[config.mk]
export PLATFORM = sky130hd
export DESIGN_NAME = slab_object_allocator
export DESIGN_NICKNAME = d
export VERILOG_FILES = /design/src/design/soa_pkg.sv /design/src/design/soa_ram.sv /design/src/design/slab_object_allocator.sv
export SDC_FILE = /design/constraint.sdc
export NUM_CORES = 2
export LEC_CHECK = 0
export ABC_AREA = 1
export BUFFER_PORTS_ARGS = -buffer_cell sky130_fd_sc_hd__buf_4
export CELL_PAD_IN_SITES_DETAIL_PLACEMENT = 2
export CELL_PAD_IN_SITES_GLOBAL_PLACEMENT = 2
export CORE_MARGIN = 10
export CORE_UTILIZATION = 30
export DETAILED_ROUTE_END_ITERATION = 6
export PLACE_DENSITY_LB_ADDON = 0.25
export SETUP_SLACK_MARGIN = 0.4
export SYNTH_ARGS = -nofsm -noshare
export SYNTH_HDL_FRONTEND = slang
export SYNTH_SLANG_ARGS = --single-unit
[constraint.sdc]
create_clock -name clk -period 125.3 [get_ports clk]
set_input_delay 0 -clock clk [delete_from_list [all_inputs] [get_ports clk]]
set_output_delay 0 -clock clk [all_outputs]
set_load 0.005 [all_outputs]
[src/design/soa_pkg.sv]
// ----------------------------------------------------------------------------
// soa_pkg
// Shared types and codes of the slab object allocator.
// ----------------------------------------------------------------------------
package soa_pkg;

    localparam int NUM_SLABS_DEFAULT   = 8;
    localparam int MAX_OBJECTS_DEFAULT = 64;

    localparam logic [1:0] OP_ALLOC   = 2'd0;
    localparam logic [1:0] OP_FREE    = 2'd1;
    localparam logic [1:0] OP_RELEASE = 2'd2;

    localparam logic [1:0] STATUS_OK      = 2'd0;
    localparam logic [1:0] STATUS_NO_SLAB = 2'd1;
    localparam logic [1:0] STATUS_BAD     = 2'd2;
    localparam logic [1:0] STATUS_BUSY    = 2'd3;

    localparam logic [1:0] LIST_USED = 2'd0;
    localparam logic [1:0] LIST_PART = 2'd1;
    localparam logic [1:0] LIST_FREE = 2'd2;

    localparam logic [2:0] REG_OBJECTS_PER_SLAB = 3'd0;
    localparam logic [2:0] REG_SLAB_LIMIT       = 3'd4;

    typedef struct packed {
        logic [1:0] opcode;
        logic [2:0] slab_id;
        logic [5:0] object_index;
    } req_t;

    typedef struct packed {
        logic [1:0] status;
        logic [2:0] given_slab;
        logic [5:0] given_index;
        logic       slab_created;
    } rsp_t;

endpackage

[src/design/soa_ram.sv]
// ----------------------------------------------------------------------------
// soa_ram
// Single-port synchronous RAM with a registered read.
// ----------------------------------------------------------------------------
module soa_ram #(
    parameter int WIDTH = 8,
    parameter int DEPTH = 16
) (
    input  logic                     clk,
    input  logic                     we,
    input  logic [$clog2(DEPTH)-1:0] addr,
    input  logic [WIDTH-1:0]         wdata,
    output logic [WIDTH-1:0]         rdata
);

    logic [WIDTH-1:0] mem [DEPTH];

    always_ff @(posedge clk)
    begin
        if (we)
        begin
            mem[addr] <= wdata;
        end
        rdata <= mem[addr];
    end

endmodule

[src/design/slab_object_allocator.sv]
// ----------------------------------------------------------------------------
// slab_object_allocator
// Hands out and takes back object slots held in a set of slabs.
// ----------------------------------------------------------------------------
// A request on req (req_valid, req_stall) is allocate, free or release all.
// Each request gives one response on rsp (rsp_valid, rsp_stall).
// An allocate served from an existing slab picks the slab, reads the
// free-list RAM and then writes it back before it responds. Creating a slab
// first writes its free list into the RAM, one slot a cycle, for every slot
// of the slab size (objects_per_slab held to the range 1 to MAX_OBJECTS).
// A free reads the RAM, then writes it back; frees rejected on their slab or
// index, release all and failed allocations answer straight from idle, while
// a free of a slot that is not out is found bad at the write back.
// One request is in flight at a time; the next is taken once the response
// register is empty again, so a stalled response holds off new requests.
// Without stalls a new request can be taken in the cycle after the response
// is taken. Reset empties all lists and marks every slab unused; no RAM
// clearing is needed since a slab's slots are written when it is created.
// The user is to write the registers through the APB port only while the
// block is idle; the block itself does not enforce this.
// ----------------------------------------------------------------------------
module slab_object_allocator #(
    parameter int NUM_SLABS   = soa_pkg::NUM_SLABS_DEFAULT,
    parameter int MAX_OBJECTS = soa_pkg::MAX_OBJECTS_DEFAULT
) (
    input  logic          clk,
    input  logic          rst_n,
    input  logic          req_valid,
    output logic          req_stall,
    input  soa_pkg::req_t req,
    output logic          rsp_valid,
    input  logic          rsp_stall,
    output soa_pkg::rsp_t rsp,
    input  logic          psel,
    input  logic          penable,
    input  logic          pwrite,
    input  logic [2:0]    paddr,
    input  logic [31:0]   pwdata,
    output logic [31:0]   prdata,
    output logic          pready
);
    import soa_pkg::*;

    localparam int SLAB_W = (NUM_SLABS > 1) ? $clog2(NUM_SLABS) : 1;
    localparam int OBJ_W  = (MAX_OBJECTS > 1) ? $clog2(MAX_OBJECTS) : 1;
    localparam int CNT_W  = $clog2(MAX_OBJECTS + 1);
    localparam int LIVE_W = $clog2(NUM_SLABS + 1);
    localparam int ADDR_W = SLAB_W + OBJ_W;
    localparam int DEPTH  = NUM_SLABS * (2 ** OBJ_W);

    typedef enum logic [2:0] {
        ST_IDLE,
        ST_SWEEP,
        ST_POP_RD,
        ST_POP_WB,
        ST_FREE_WB
    } state_t;

    state_t state_reg, state_next;

    logic [6:0] objects_per_slab_reg;
    logic [3:0] slab_limit_reg;

    logic              slab_live_reg   [NUM_SLABS];
    logic              slab_live_next  [NUM_SLABS];
    logic [CNT_W-1:0]  used_count_reg  [NUM_SLABS];
    logic [CNT_W-1:0]  used_count_next [NUM_SLABS];
    logic [OBJ_W-1:0]  free_head_reg   [NUM_SLABS];
    logic [OBJ_W-1:0]  free_head_next  [NUM_SLABS];
    logic [SLAB_W-1:0] link_next_reg   [NUM_SLABS];
    logic [SLAB_W-1:0] link_next_next  [NUM_SLABS];
    logic [SLAB_W-1:0] link_prev_reg   [NUM_SLABS];
    logic [SLAB_W-1:0] link_prev_next  [NUM_SLABS];
    logic [1:0]        which_list_reg  [NUM_SLABS];
    logic [1:0]        which_list_next [NUM_SLABS];
    logic [SLAB_W-1:0] list_head_reg   [3];
    logic [SLAB_W-1:0] list_head_next  [3];
    logic [SLAB_W-1:0] list_tail_reg   [3];
    logic [SLAB_W-1:0] list_tail_next  [3];
    logic              list_ne_reg     [3];
    logic              list_ne_next    [3];
    logic [LIVE_W-1:0] live_cnt_reg, live_cnt_next;

    logic [SLAB_W-1:0] cs_reg, cs_next;
    logic [OBJ_W-1:0]  i_reg, i_next;
    logic [OBJ_W-1:0]  sw_reg, sw_next;
    logic              created_reg, created_next;
    logic              rsp_valid_reg, rsp_valid_next;
    rsp_t              rsp_reg, rsp_next;

    logic              ram_we;
    logic [ADDR_W-1:0] ram_addr;
    logic [OBJ_W:0]    ram_wdata;
    logic [OBJ_W:0]    ram_rdata;

    logic [CNT_W-1:0]  cap;
    int                lim_eff;
    logic [SLAB_W-1:0] first_unused;
    logic              found_unused;
    logic              req_accept;
    logic [SLAB_W-1:0] fs;
    logic [OBJ_W-1:0]  fi;
    logic              cfg_write;

    logic              mv_rm, mv_push, mv_front;
    logic [1:0]        mv_list;
    logic [SLAB_W-1:0] mv_slab;
    logic              clear_all;
    logic [1:0]        ml;
    logic [SLAB_W-1:0] mp, mn;
    logic [CNT_W-1:0]  used_inc, used_dec;

    soa_ram #(
        .WIDTH (OBJ_W + 1),
        .DEPTH (DEPTH)
    ) u_free_ram (
        .clk   (clk),
        .we    (ram_we),
        .addr  (ram_addr),
        .wdata (ram_wdata),
        .rdata (ram_rdata)
    );

    assign req_accept = req_valid && !req_stall;
    assign req_stall  = (state_reg != ST_IDLE) || rsp_valid_reg;
    assign rsp_valid  = rsp_valid_reg;
    assign rsp        = rsp_reg;
    assign pready     = 1'b1;
    assign cfg_write  = psel && penable && pwrite;
    assign fs         = SLAB_W'(req.slab_id);
    assign fi         = OBJ_W'(req.object_index);

    always_comb
    begin
        if (objects_per_slab_reg == 7'd0)
        begin
            cap = CNT_W'(1);
        end
        else if (32'(objects_per_slab_reg) > MAX_OBJECTS)
        begin
            cap = CNT_W'(MAX_OBJECTS);
        end
        else
        begin
            cap = CNT_W'(objects_per_slab_reg);
        end
        lim_eff = (32'(slab_limit_reg) > NUM_SLABS) ? NUM_SLABS : 32'(slab_limit_reg);
    end

    always_comb
    begin
        first_unused = '0;
        found_unused = 1'b0;
        for (int k = NUM_SLABS - 1; k >= 0; k--)
        begin
            if (!slab_live_reg[k])
            begin
                first_unused = SLAB_W'(k);
                found_unused = 1'b1;
            end
        end
    end

    always_comb
    begin
        prdata = '0;
        if (paddr == REG_OBJECTS_PER_SLAB)
        begin
            prdata = 32'(objects_per_slab_reg);
        end
        else if (paddr == REG_SLAB_LIMIT)
        begin
            prdata = 32'(slab_limit_reg);
        end
    end

    always_comb
    begin
        slab_live_next  = slab_live_reg;
        used_count_next = used_count_reg;
        free_head_next  = free_head_reg;
        link_next_next  = link_next_reg;
        link_prev_next  = link_prev_reg;
        which_list_next = which_list_reg;
        list_head_next  = list_head_reg;
        list_tail_next  = list_tail_reg;
        list_ne_next    = list_ne_reg;
        live_cnt_next   = live_cnt_reg;
        state_next      = state_reg;
        cs_next         = cs_reg;
        i_next          = i_reg;
        sw_next         = sw_reg;
        created_next    = created_reg;
        rsp_valid_next  = rsp_valid_reg && rsp_stall;
        rsp_next        = rsp_reg;
        ram_we          = 1'b0;
        ram_addr        = '0;
        ram_wdata       = '0;
        mv_rm           = 1'b0;
        mv_push         = 1'b0;
        mv_front        = 1'b0;
        mv_list         = LIST_USED;
        mv_slab         = cs_reg;
        clear_all       = 1'b0;
        ml              = LIST_USED;
        mp              = '0;
        mn              = '0;
        used_inc        = used_count_reg[cs_reg] + CNT_W'(1);
        used_dec        = used_count_reg[cs_reg] - CNT_W'(1);

        unique case (state_reg)
            ST_IDLE:
            begin
                if (req_accept)
                begin
                    created_next = 1'b0;
                    rsp_next     = '0;
                    unique case (req.opcode)
                        OP_ALLOC:
                        begin
                            if (list_ne_reg[LIST_PART])
                            begin
                                cs_next    = list_head_reg[LIST_PART];
                                state_next = ST_POP_RD;
                            end
                            else if (list_ne_reg[LIST_FREE])
                            begin
                                cs_next    = list_head_reg[LIST_FREE];
                                mv_slab    = list_head_reg[LIST_FREE];
                                mv_rm      = 1'b1;
                                mv_push    = 1'b1;
                                mv_list    = LIST_PART;
                                state_next = ST_POP_RD;
                            end
                            else if (found_unused && (32'(live_cnt_reg) < lim_eff))
                            begin
                                cs_next                      = first_unused;
                                slab_live_next[first_unused]  = 1'b1;
                                used_count_next[first_unused] = '0;
                                free_head_next[first_unused]  = OBJ_W'(cap - CNT_W'(1));
                                live_cnt_next                = live_cnt_reg + LIVE_W'(1);
                                mv_slab                      = first_unused;
                                mv_push                      = 1'b1;
                                mv_list                      = LIST_PART;
                                sw_next                      = '0;
                                created_next                 = 1'b1;
                                state_next                   = ST_SWEEP;
                            end
                            else
                            begin
                                rsp_valid_next  = 1'b1;
                                rsp_next.status = STATUS_NO_SLAB;
                            end
                        end
                        OP_FREE:
                        begin
                            if ((32'(req.slab_id) >= NUM_SLABS) || !slab_live_reg[fs] ||
                                (32'(req.object_index) >= 32'(cap)) ||
                                (used_count_reg[fs] == '0))
                            begin
                                rsp_valid_next  = 1'b1;
                                rsp_next.status = STATUS_BAD;
                            end
                            else
                            begin
                                cs_next    = fs;
                                i_next     = fi;
                                ram_addr   = {fs, fi};
                                state_next = ST_FREE_WB;
                            end
                        end
                        OP_RELEASE:
                        begin
                            rsp_valid_next = 1'b1;
                            if (list_ne_reg[LIST_USED] || list_ne_reg[LIST_PART])
                            begin
                                rsp_next.status = STATUS_BUSY;
                            end
                            else
                            begin
                                clear_all = 1'b1;
                            end
                        end
                        default:
                        begin
                            rsp_valid_next = 1'b1;
                        end
                    endcase
                end
            end
            ST_SWEEP:
            begin
                ram_we    = 1'b1;
                ram_addr  = {cs_reg, sw_reg};
                ram_wdata = {1'b0, (sw_reg == '0) ? sw_reg : sw_reg - OBJ_W'(1)};
                if (CNT_W'(sw_reg) == cap - CNT_W'(1))
                begin
                    state_next = ST_POP_RD;
                end
                else
                begin
                    sw_next = sw_reg + OBJ_W'(1);
                end
            end
            ST_POP_RD:
            begin
                ram_addr   = {cs_reg, free_head_reg[cs_reg]};
                i_next     = free_head_reg[cs_reg];
                state_next = ST_POP_WB;
            end
            ST_POP_WB:
            begin
                free_head_next[cs_reg]  = ram_rdata[OBJ_W-1:0];
                ram_we                  = 1'b1;
                ram_addr                = {cs_reg, i_reg};
                ram_wdata               = {1'b1, ram_rdata[OBJ_W-1:0]};
                used_count_next[cs_reg] = used_inc;
                if (used_inc >= cap)
                begin
                    mv_rm   = 1'b1;
                    mv_push = 1'b1;
                    mv_list = LIST_USED;
                end
                rsp_valid_next        = 1'b1;
                rsp_next.status       = STATUS_OK;
                rsp_next.given_slab   = 3'(cs_reg);
                rsp_next.given_index  = 6'(i_reg);
                rsp_next.slab_created = created_reg;
                state_next            = ST_IDLE;
            end
            ST_FREE_WB:
            begin
                rsp_valid_next = 1'b1;
                if (!ram_rdata[OBJ_W])
                begin
                    rsp_next.status = STATUS_BAD;
                end
                else
                begin
                    ram_we                  = 1'b1;
                    ram_addr                = {cs_reg, i_reg};
                    ram_wdata               = {1'b0, free_head_reg[cs_reg]};
                    free_head_next[cs_reg]  = i_reg;
                    used_count_next[cs_reg] = used_dec;
                    if (used_dec == '0)
                    begin
                        mv_rm    = 1'b1;
                        mv_push  = 1'b1;
                        mv_front = 1'b1;
                        mv_list  = LIST_FREE;
                    end
                    else if (used_dec == cap - CNT_W'(1))
                    begin
                        mv_rm    = 1'b1;
                        mv_push  = 1'b1;
                        mv_front = 1'b1;
                        mv_list  = LIST_PART;
                    end
                end
                state_next = ST_IDLE;
            end
            default:
            begin
                state_next = ST_IDLE;
            end
        endcase

        if (clear_all)
        begin
            for (int k = 0; k < NUM_SLABS; k++)
            begin
                slab_live_next[k]  = 1'b0;
                used_count_next[k] = '0;
                free_head_next[k]  = '0;
            end
            for (int k = 0; k < 3; k++)
            begin
                list_head_next[k] = '0;
                list_tail_next[k] = '0;
                list_ne_next[k]   = 1'b0;
            end
            live_cnt_next = '0;
        end

        if (mv_rm)
        begin
            ml = which_list_next[mv_slab];
            mp = link_prev_next[mv_slab];
            mn = link_next_next[mv_slab];
            if ((list_head_next[ml] == mv_slab) && (list_tail_next[ml] == mv_slab))
            begin
                list_ne_next[ml] = 1'b0;
            end
            else if (list_head_next[ml] == mv_slab)
            begin
                list_head_next[ml] = mn;
            end
            else if (list_tail_next[ml] == mv_slab)
            begin
                list_tail_next[ml] = mp;
            end
            else
            begin
                link_next_next[mp] = mn;
                link_prev_next[mn] = mp;
            end
        end

        if (mv_push)
        begin
            which_list_next[mv_slab] = mv_list;
            if (!list_ne_next[mv_list])
            begin
                list_head_next[mv_list] = mv_slab;
                list_tail_next[mv_list] = mv_slab;
                list_ne_next[mv_list]   = 1'b1;
            end
            else if (mv_front)
            begin
                link_prev_next[list_head_next[mv_list]] = mv_slab;
                link_next_next[mv_slab]                 = list_head_next[mv_list];
                list_head_next[mv_list]                 = mv_slab;
            end
            else
            begin
                link_next_next[list_tail_next[mv_list]] = mv_slab;
                link_prev_next[mv_slab]                 = list_tail_next[mv_list];
                list_tail_next[mv_list]                 = mv_slab;
            end
        end
    end

    always_ff @(posedge clk or negedge rst_n)
    begin
        if (!rst_n)
        begin
            state_reg            <= ST_IDLE;
            objects_per_slab_reg <= 7'd64;
            slab_limit_reg       <= 4'd8;
            live_cnt_reg         <= '0;
            rsp_valid_reg        <= 1'b0;
            for (int k = 0; k < NUM_SLABS; k++)
            begin
                slab_live_reg[k]  <= 1'b0;
                used_count_reg[k] <= '0;
                free_head_reg[k]  <= '0;
                which_list_reg[k] <= LIST_USED;
            end
            for (int k = 0; k < 3; k++)
            begin
                list_head_reg[k] <= '0;
                list_tail_reg[k] <= '0;
                list_ne_reg[k]   <= 1'b0;
            end
        end
        else
        begin
            state_reg       <= state_next;
            live_cnt_reg    <= live_cnt_next;
            rsp_valid_reg   <= rsp_valid_next;
            slab_live_reg   <= slab_live_next;
            used_count_reg  <= used_count_next;
            free_head_reg   <= free_head_next;
            which_list_reg  <= which_list_next;
            list_head_reg   <= list_head_next;
            list_tail_reg   <= list_tail_next;
            list_ne_reg     <= list_ne_next;
            if (cfg_write && (paddr == REG_OBJECTS_PER_SLAB) && (live_cnt_reg == '0))
            begin
                objects_per_slab_reg <= pwdata[6:0];
            end
            if (cfg_write && (paddr == REG_SLAB_LIMIT))
            begin
                slab_limit_reg <= pwdata[3:0];
            end
        end
    end

    always_ff @(posedge clk)
    begin
        link_next_reg <= link_next_next;
        link_prev_reg <= link_prev_next;
        cs_reg        <= cs_next;
        i_reg         <= i_next;
        sw_reg        <= sw_next;
        created_reg   <= created_next;
        rsp_reg       <= rsp_next;
    end

    logic [NUM_SLABS-1:0] live_vec;

    always_comb
    begin
        for (int k = 0; k < NUM_SLABS; k++)
        begin
            live_vec[k] = slab_live_reg[k];
        end
    end

    a_live_count: assert property (@(posedge clk) disable iff (!rst_n)
        32'(live_cnt_reg) == $countones(live_vec))
        else $error("Live slab count disagrees with live flags.");

    a_busy_stall: assert property (@(posedge clk) disable iff (!rst_n)
        (state_reg != ST_IDLE) |-> req_stall)
        else $error("Request taken while a request is in flight.");

    a_sweep_write: assert property (@(posedge clk) disable iff (!rst_n)
        (state_reg == ST_SWEEP) |-> ram_we)
        else $error("Slab creation does not write its free list.");

    a_pop_resp: assert property (@(posedge clk) disable iff (!rst_n)
        (state_reg == ST_POP_WB) |=> (rsp_valid_reg && (rsp_reg.status == STATUS_OK)))
        else $error("Allocation finished without an ok response.");

endmodule

-- Word-level counts from Yosys, hierarchy flattened
Memory sizes are Yosys's and may differ from the RTL's. A register that Yosys moved wholly into a read port is not among the register bits.
Cells that the tools add are included.
- bits in writable memories: 3584
- memories: 1
- input bits: 53
- bits in registers: 244
- word-level logic and storage cells: 459
- memories (memory ; words ; bits a word ; rd ports ; clocked after memory_dff ; wr ports ; RTL line ; RTL):
    u_free_ram.mem ; 512 ; 7 ; 1 ; 1 ; 1 ; soa_ram.sv:16 ; logic [WIDTH-1:0] mem [DEPTH];
- $lt $le $gt $ge: 24
- add/sub/neg operators: 6
- mux-type cells: 253
- eq/ne operators: 33
- reduce and logical (&&, ||, !) cells: 55
- bitwise gates (word level): 17
- operator list (kind ; count):
    $mux W56 ; 7
    $mux W24 ; 14
    $mux W48 ; 7
    $mux W9 ; 19
    $pmux W56 S3 ; 1
    $bwmux W24 ; 6
    $bwmux W48 ; 3
    $pmux W48 S3 ; 1
    $mux W3 ; 46
    $bwmux W56 ; 2
    $mux W6 ; 15
    $mux W7 ; 9
    $and A56 B56 Y56 ; 1
    $mux W8 ; 7
    $not A56 Y56 ; 1
    $mux W1 ; 50
    $demux W3 S3 ; 5
    $pmux W9 S5 ; 1
    $bmux W7 S3 ; 2
    $demux W7 S3 ; 2
    $bwmux W9 ; 4
    $demux W6 S3 ; 2
    $mux W4 ; 9
    $ge A4 B4 Y1 const B ; 8
    75 further kinds ; 166

-- Logic depth before layout (Yosys ltp)
- word-level depth: 41
- mapped depth: 40
- depth with buffers taken out: 39

-- Modules after synthesis
Synthesis repeated with hierarchy kept, for this count alone.
- cells, all modules: 17130
- area, all modules: 167612.0 um^2
- modules (own cells, without submodules) (module ; cells each ; area an instance (um^2) ; instances ; sequential area each (um^2)):
    soa_ram ; 14344 ; 149089.2 ; 1 ; 107763.4
    slab_object_allocator ; 2786 ; 18522.8 ; 1 ; 6008.3

-- Least setup slack after synthesis
OpenSTA, ideal clock, no wires.
- path type: register to register
- from: register state_reg[2]
- to: memory u_free_ram.mem[0][3] (netlist name), data pin
- path buffers: 0
- period minus slack after synthesis: 39.780 ns
- data arrival time: 33.269 ns
- data required time: 118.789 ns
- setup time: 6.511 ns
- setup slack: 85.520 ns
- stages on the path, launching flop included: 6
- cells stage by stage: dfrtp_1 > inv_1 > nand2_1 > nor2_1 > nand2_1 > o311ai_0
- word-level cells in the longest chain between the ends: 2
- elaborated cells on any way between the ends: 4
- RTL lines (item ; RTL line ; RTL):
    start: declaration ; slab_object_allocator.sv:59 ; state_t state_reg, state_next;
    start signal: assignment ; slab_object_allocator.sv:458 ; state_reg <= state_next;
    $eq A3 B3 Y1, or another cell as far along ; slab_object_allocator.sv:211 ; unique case (state_reg)
    $pmux W7 S3 * ; slab_object_allocator.sv:211 ;
    net ram_wdata[3] ; slab_object_allocator.sv:93 ; logic [OBJ_W:0] ram_wdata;
    end: declaration ; soa_ram.sv:16 ;
The timed path passes the listed nets; every way through them passes the cells marked *.

-- Worst setup path in the final report
- from: register objects_per_slab_reg[2]
- to: register u_free_ram.rdata[0], read port of u_free_ram.mem
- word-level cells in the longest chain between the ends: 10
- elaborated cells on any way between the ends: 11
- RTL lines (item ; RTL line ; RTL):
    start: declaration ; slab_object_allocator.sv:61 ; logic [6:0] objects_per_slab_reg;
    start signal: assignment ; slab_object_allocator.sv:470 ; objects_per_slab_reg <= pwdata[6:0];
    $gt A7 B7 Y1 ; slab_object_allocator.sv:139 ; else if (32'(objects_per_slab_reg) > MAX_OBJECTS)
    $mux W7 ; slab_object_allocator.sv:139 ;
    $mux W7 * ; slab_object_allocator.sv:135 ; if (objects_per_slab_reg == 7'd0)
    $ge A6 B7 Y1 * ; slab_object_allocator.sv:258 ; (32'(req.object_index) >= 32'(cap)) ||
    $logic_or A1 B1 Y1 * ; slab_object_allocator.sv:257 ; if ((32'(req.slab_id) >= NUM_SLABS) || !slab_live_reg[fs] ||
    $logic_or A1 B1 Y1 * ; slab_object_allocator.sv:258 ;
    $mux W9 * ; slab_object_allocator.sv:257 ;
    $mux W9 * ; slab_object_allocator.sv:218 ; unique case (req.opcode)
    $mux W9 * ; slab_object_allocator.sv:214 ; if (req_accept)
    $pmux W9 S5 * ; slab_object_allocator.sv:211 ;
    end: declaration ; soa_ram.sv:13 ; output logic [WIDTH-1:0] rdata
Every way passes the cells marked *; elsewhere a longest branch is shown, timed or not.
A chain may end at the register's enable or synchronous reset.

==> out/summary.log <==
INFO  detailed_routing via_count=107000
INFO  sta            finalHoldViolations=0
INFO  detailed_routing ant_nets=0
INFO  sta            transition_time_at_the_pin_with_the_least_slew_margin=1280ps
INFO  critical_path  timing.critical_path.from_type=flop
INFO  critical_path  cp_common_cell=sky130_fd_sc_hd__nand2_1
INFO  floorplan      die_area=550000um2
INFO  floorplan      die-height=742um
INFO  synth          yosys_register_bits=3835
INFO  cts            tritoncts_sink_count=3835
INFO  synth          synth_enable_flop_cells=3612
INFO  cts            clock_latency=1050ps
INFO  synth          synthesis.yosys.warnings=0
INFO  status         status=complete, no violations
INFO  sta            setup_violation_total_in_the_final_timing_report=0
INFO  cts            cts.path.max_buffers=4
INFO  placement      io_buffer_count=48
INFO  critical_path  critical_path_peak_fanout=91
INFO  synth          synthesis.area=156000um2
INFO  global_routing antenna_found_initial=32
INFO  sta            maxSlewViolCount=0
INFO  critical_path  required_time_of_the_critical_path=126210ps
INFO  finish         layout.nets=12400
INFO  sta            finalHoldWorstSlack=95.7ps
INFO  finish         final.fill_count=53500
INFO  global_routing globalRouteOverflowTotal=0
INFO  synth          synth.lib_cells_used.distinct=68
INFO  detailed_routing wl_per_cell=29.6um
INFO  global_routing first_global_vias=115000
INFO  floorplan      placement_rows=264
INFO  cts            cts.reportedPaths.clkPinSlew=60ps
INFO  detailed_routing detail_route.vias_per_cell=5.45
INFO  sta            timing.clock.skew=77.2ps
INFO  synth          synth_async_reset_ratio=0.0438
INFO  floorplan      num_io_pins=100
INFO  worst_hold_path min_path_type=in -> async
INFO  pwr            p_leak=58.0nW
INFO  synth          syn-mean-instance-area=12.6um2
INFO  cts            root_buffer=sky130_fd_sc_hd__clkbuf_16
INFO  finish         largest_register_ffs=3584
INFO  finish         synthToLayoutAreaGrowth=14.1%
INFO  critical_path  type_of_the_worst_setup_path=reg -> reg
INFO  synth          post_synth_inst_count=12400
INFO  cts            clock_tree.htree_level_count=5
INFO  synth          area_share_of_xor_xnor_cells_in_the_synthesized_design=0.000897
INFO  detailed_routing drt_pass1_iterations=6
INFO  synth          combinational_family_with_the_most_area_after_synthesis=simple AND/OR/NAND/NOR gates
INFO  sta            slew_headroom=0.149
INFO  cts            cts_tree=built
INFO  synth          post_synth_mux_area_share=0
INFO  pwr            pwr_density_cell=23.7nW/um2
INFO  global_routing grt_util_all_layers=0.204
INFO  sta            post-route-period-util=0.0716
INFO  critical_path  critical_path.max_stage_delay=640ps
INFO  floorplan      initial_utilization=0.302
INFO  global_routing grt_pass1_wl=839000um
INFO  placement      final_replace_weighted_congestion=0.807
INFO  placement      placedInstanceArea=164000um2
INFO  cts            tritoncts.num_buffers=425
INFO  sta            post-route-min-period=8980ps
INFO  pwr            ir_drop=0.0000278V
INFO  synth          yosys.area_share.simple=0.138
INFO  sta            rsz_0062_raised_after_global_routing=no
INFO  finish         mostFrequentLayoutCells=sky130_fd_sc_hd__edfxtp_1 (3612), sky130_fd_sc_hd__nand2_1 (2128), sky130_fd_sc_hd__nand3_1 (1460), sky130_fd_sc_hd__a22oi_1 (923), sky130_fd_sc_hd__nor2_1 (871)
INFO  sta            max_clock_freq=111MHz
INFO  synth          synth_adder_area_share=0.00200
INFO  finish         final_layout_size_suffix_gt1_frac=0.0918
INFO  global_routing grt_start_max_net_pins=190
INFO  critical_path  crit_path_top_delay_cell=sky130_fd_sc_hd__buf_4
INFO  critical_path  crit_end_category=flop
INFO  floorplan      coreArea=518000um2
INFO  detailed_routing route.final.wire_length=581000um
INFO  run            maxCapViolations=0
INFO  synth          synth-compound-area-share=0.0990
INFO  critical_path  cp_data_arrival_time=9890ps
INFO  placement      place.detailed.hpwl=344000um
INFO  detailed_routing dr.first_iter.drc_count=8813
INFO  finish         fin_area=178000um2
INFO  floorplan      die_width=742um
INFO  synth          seq_area_frac_synth=0.728
INFO  finish         layout_commonest_cell=sky130_fd_sc_hd__edfxtp_1
INFO  sta            totalNegativeSetupSlack=0ps
INFO  detailed_routing detail_route.drc_violations=0
INFO  synth          ys_dominant_reg_cell=sky130_fd_sc_hd__edfxtp_1
==> where the power goes <==
part           internal, mW  switching, mW  leakage (nW)
logic                 0.319           1.13          15.7
registers              1.52         0.0177          35.8
clock network         0.698          0.539          6.56
==> synth_stat cells (12+ instances only) <==
| library cell | number | share of area |
|---|---|---|
| sky130_fd_sc_hd__edfxtp_1 | 3612 | 0.69 |
| sky130_fd_sc_hd__nand2_1 | 2151 | 0.052 |
| sky130_fd_sc_hd__nand3_1 | 1461 | 0.047 |
| sky130_fd_sc_hd__a22oi_1 | 923 | 0.044 |
| sky130_fd_sc_hd__nor2_1 | 883 | 0.021 |
| sky130_fd_sc_hd__clkbuf_1 | 535 | 0.013 |
| sky130_fd_sc_hd__a31oi_1 | 530 | 0.021 |
| sky130_fd_sc_hd__o21ai_0 | 357 | 0.011 |
| sky130_fd_sc_hd__inv_1 | 354 | 0.0085 |
| sky130_fd_sc_hd__a21oi_1 | 187 | 0.0060 |
| sky130_fd_sc_hd__dfrtp_1 | 166 | 0.027 |
| sky130_fd_sc_hd__or2_2 | 147 | 0.0059 |
| sky130_fd_sc_hd__buf_2 | 143 | 0.0046 |
| sky130_fd_sc_hd__buf_1 | 123 | 0.0030 |
| sky130_fd_sc_hd__nor3_1 | 102 | 0.0033 |
| sky130_fd_sc_hd__nand4_1 | 98 | 0.0039 |
| sky130_fd_sc_hd__o211ai_1 | 92 | 0.0044 |
| sky130_fd_sc_hd__o22ai_1 | 76 | 0.0030 |
| sky130_fd_sc_hd__dfxtp_1 | 55 | 0.0070 |
| sky130_fd_sc_hd__o31ai_1 | 41 | 0.0020 |
| sky130_fd_sc_hd__buf_4 | 35 | 0.0017 |
| sky130_fd_sc_hd__inv_2 | 35 | 0.00084 |
| sky130_fd_sc_hd__ha_1 | 25 | 0.0020 |
| sky130_fd_sc_hd__o21ai_1 | 24 | 0.00077 |
| sky130_fd_sc_hd__a41oi_1 | 20 | 0.0011 |
| sky130_fd_sc_hd__nand2_2 | 17 | 0.00068 |
| sky130_fd_sc_hd__nand3_2 | 15 | 0.00096 |
| sky130_fd_sc_hd__o2111ai_1 | 14 | 0.00078 |
| sky130_fd_sc_hd__o311ai_0 | 14 | 0.00078 |
| sky130_fd_sc_hd__xor2_1 | 14 | 0.00078 |
| sky130_fd_sc_hd__a211oi_1 | 13 | 0.00062 |
| sky130_fd_sc_hd__nor4_1 | 12 | 0.00048 |
==> cell type report <==
cell class	count	area, um2	area share
sequential	3835	114000	0.638
multi-input combinational	7329	37800	0.212
clock buffer	532	11100	0.0623
tap	6916	8650	0.0485
timing repair buffer	348	3050	0.0171
clock inverter	242	2330	0.0131
inverter	400	1530	0.00860
antenna	9	22.5	0.000126
==> critical path: cells and delay by family, from the launching register on <==
family / cells / cell delay (ps)
compound gates: 8 / 1260
buf+inv: 7 / 3410
simple gates: 17 / 3160
flops: 1 / 410
fa+ha+maj: 1 / 270
==> final timing paths <==
kind | from | end | slack, ps | cells past startpoint
min in group clk | req[9] | rsp[10] | 130 | 5
worst min-delay path | rst_n | used_count_reg[21] | 100 | 4
max in group asynchronous | rst_n | free_head_reg[38] | 124170 | 4
worst max-delay path | objects_per_slab_reg[2] | u_free_ram.rdata[0] | 116320 | 33
worst min register to register | which_list_reg[13] | which_list_reg[13] | 490 | 2
worst max register to register | objects_per_slab_reg[2] | u_free_ram.rdata[0] | 116320 | 33
==> metal layers <==
metal | track usage | share of wire | vias to the layer above
met4 | 0.0632 | 0.033 | 8
met3 | 0.0266 | 0.050 | 899
met5 | 0 | 0.00014 | -
met2 | 0.342 | 0.48 | 2877
li1 | - | - | 46100
met1 | 0.274 | 0.44 | 57000
==> stage by stage <==
stage,utilization,setup WS (ps),power [mW],std cells
finish,0.344,116320,4.23,19600
global route,0.344,115770,4.41,19600
CTS,0.344,116330,4.26,19600
detailed placement,0.317,116410,3.02,18800
global placement,0.317,116320,2.98,18800
floorplan,-,85520,2.46,12400
==> kinds of logic (layout without fill, tap and decap cells) <==
family | after synthesis | count (layout)
adder cells (fa/ha/maj) | 25 | 25
AND/OR/NAND/NOR | 4926 | 4926
flip-flops | 3835 | 3835
AO/OA/AOI/OAI | 2336 | 2336
XOR/XNOR | 16 | 16
other | 2 | 35
buffers and inverters | 1243 | 1522
==> what timing repair did <==
item                                   4_1_cts  5_1_grt
endpoints found under the hold margin      252        0
buffers inserted                             0        0
hold buffers                                63        0
resized for setup                            0        0
Power figures use the tool's default switching activity.
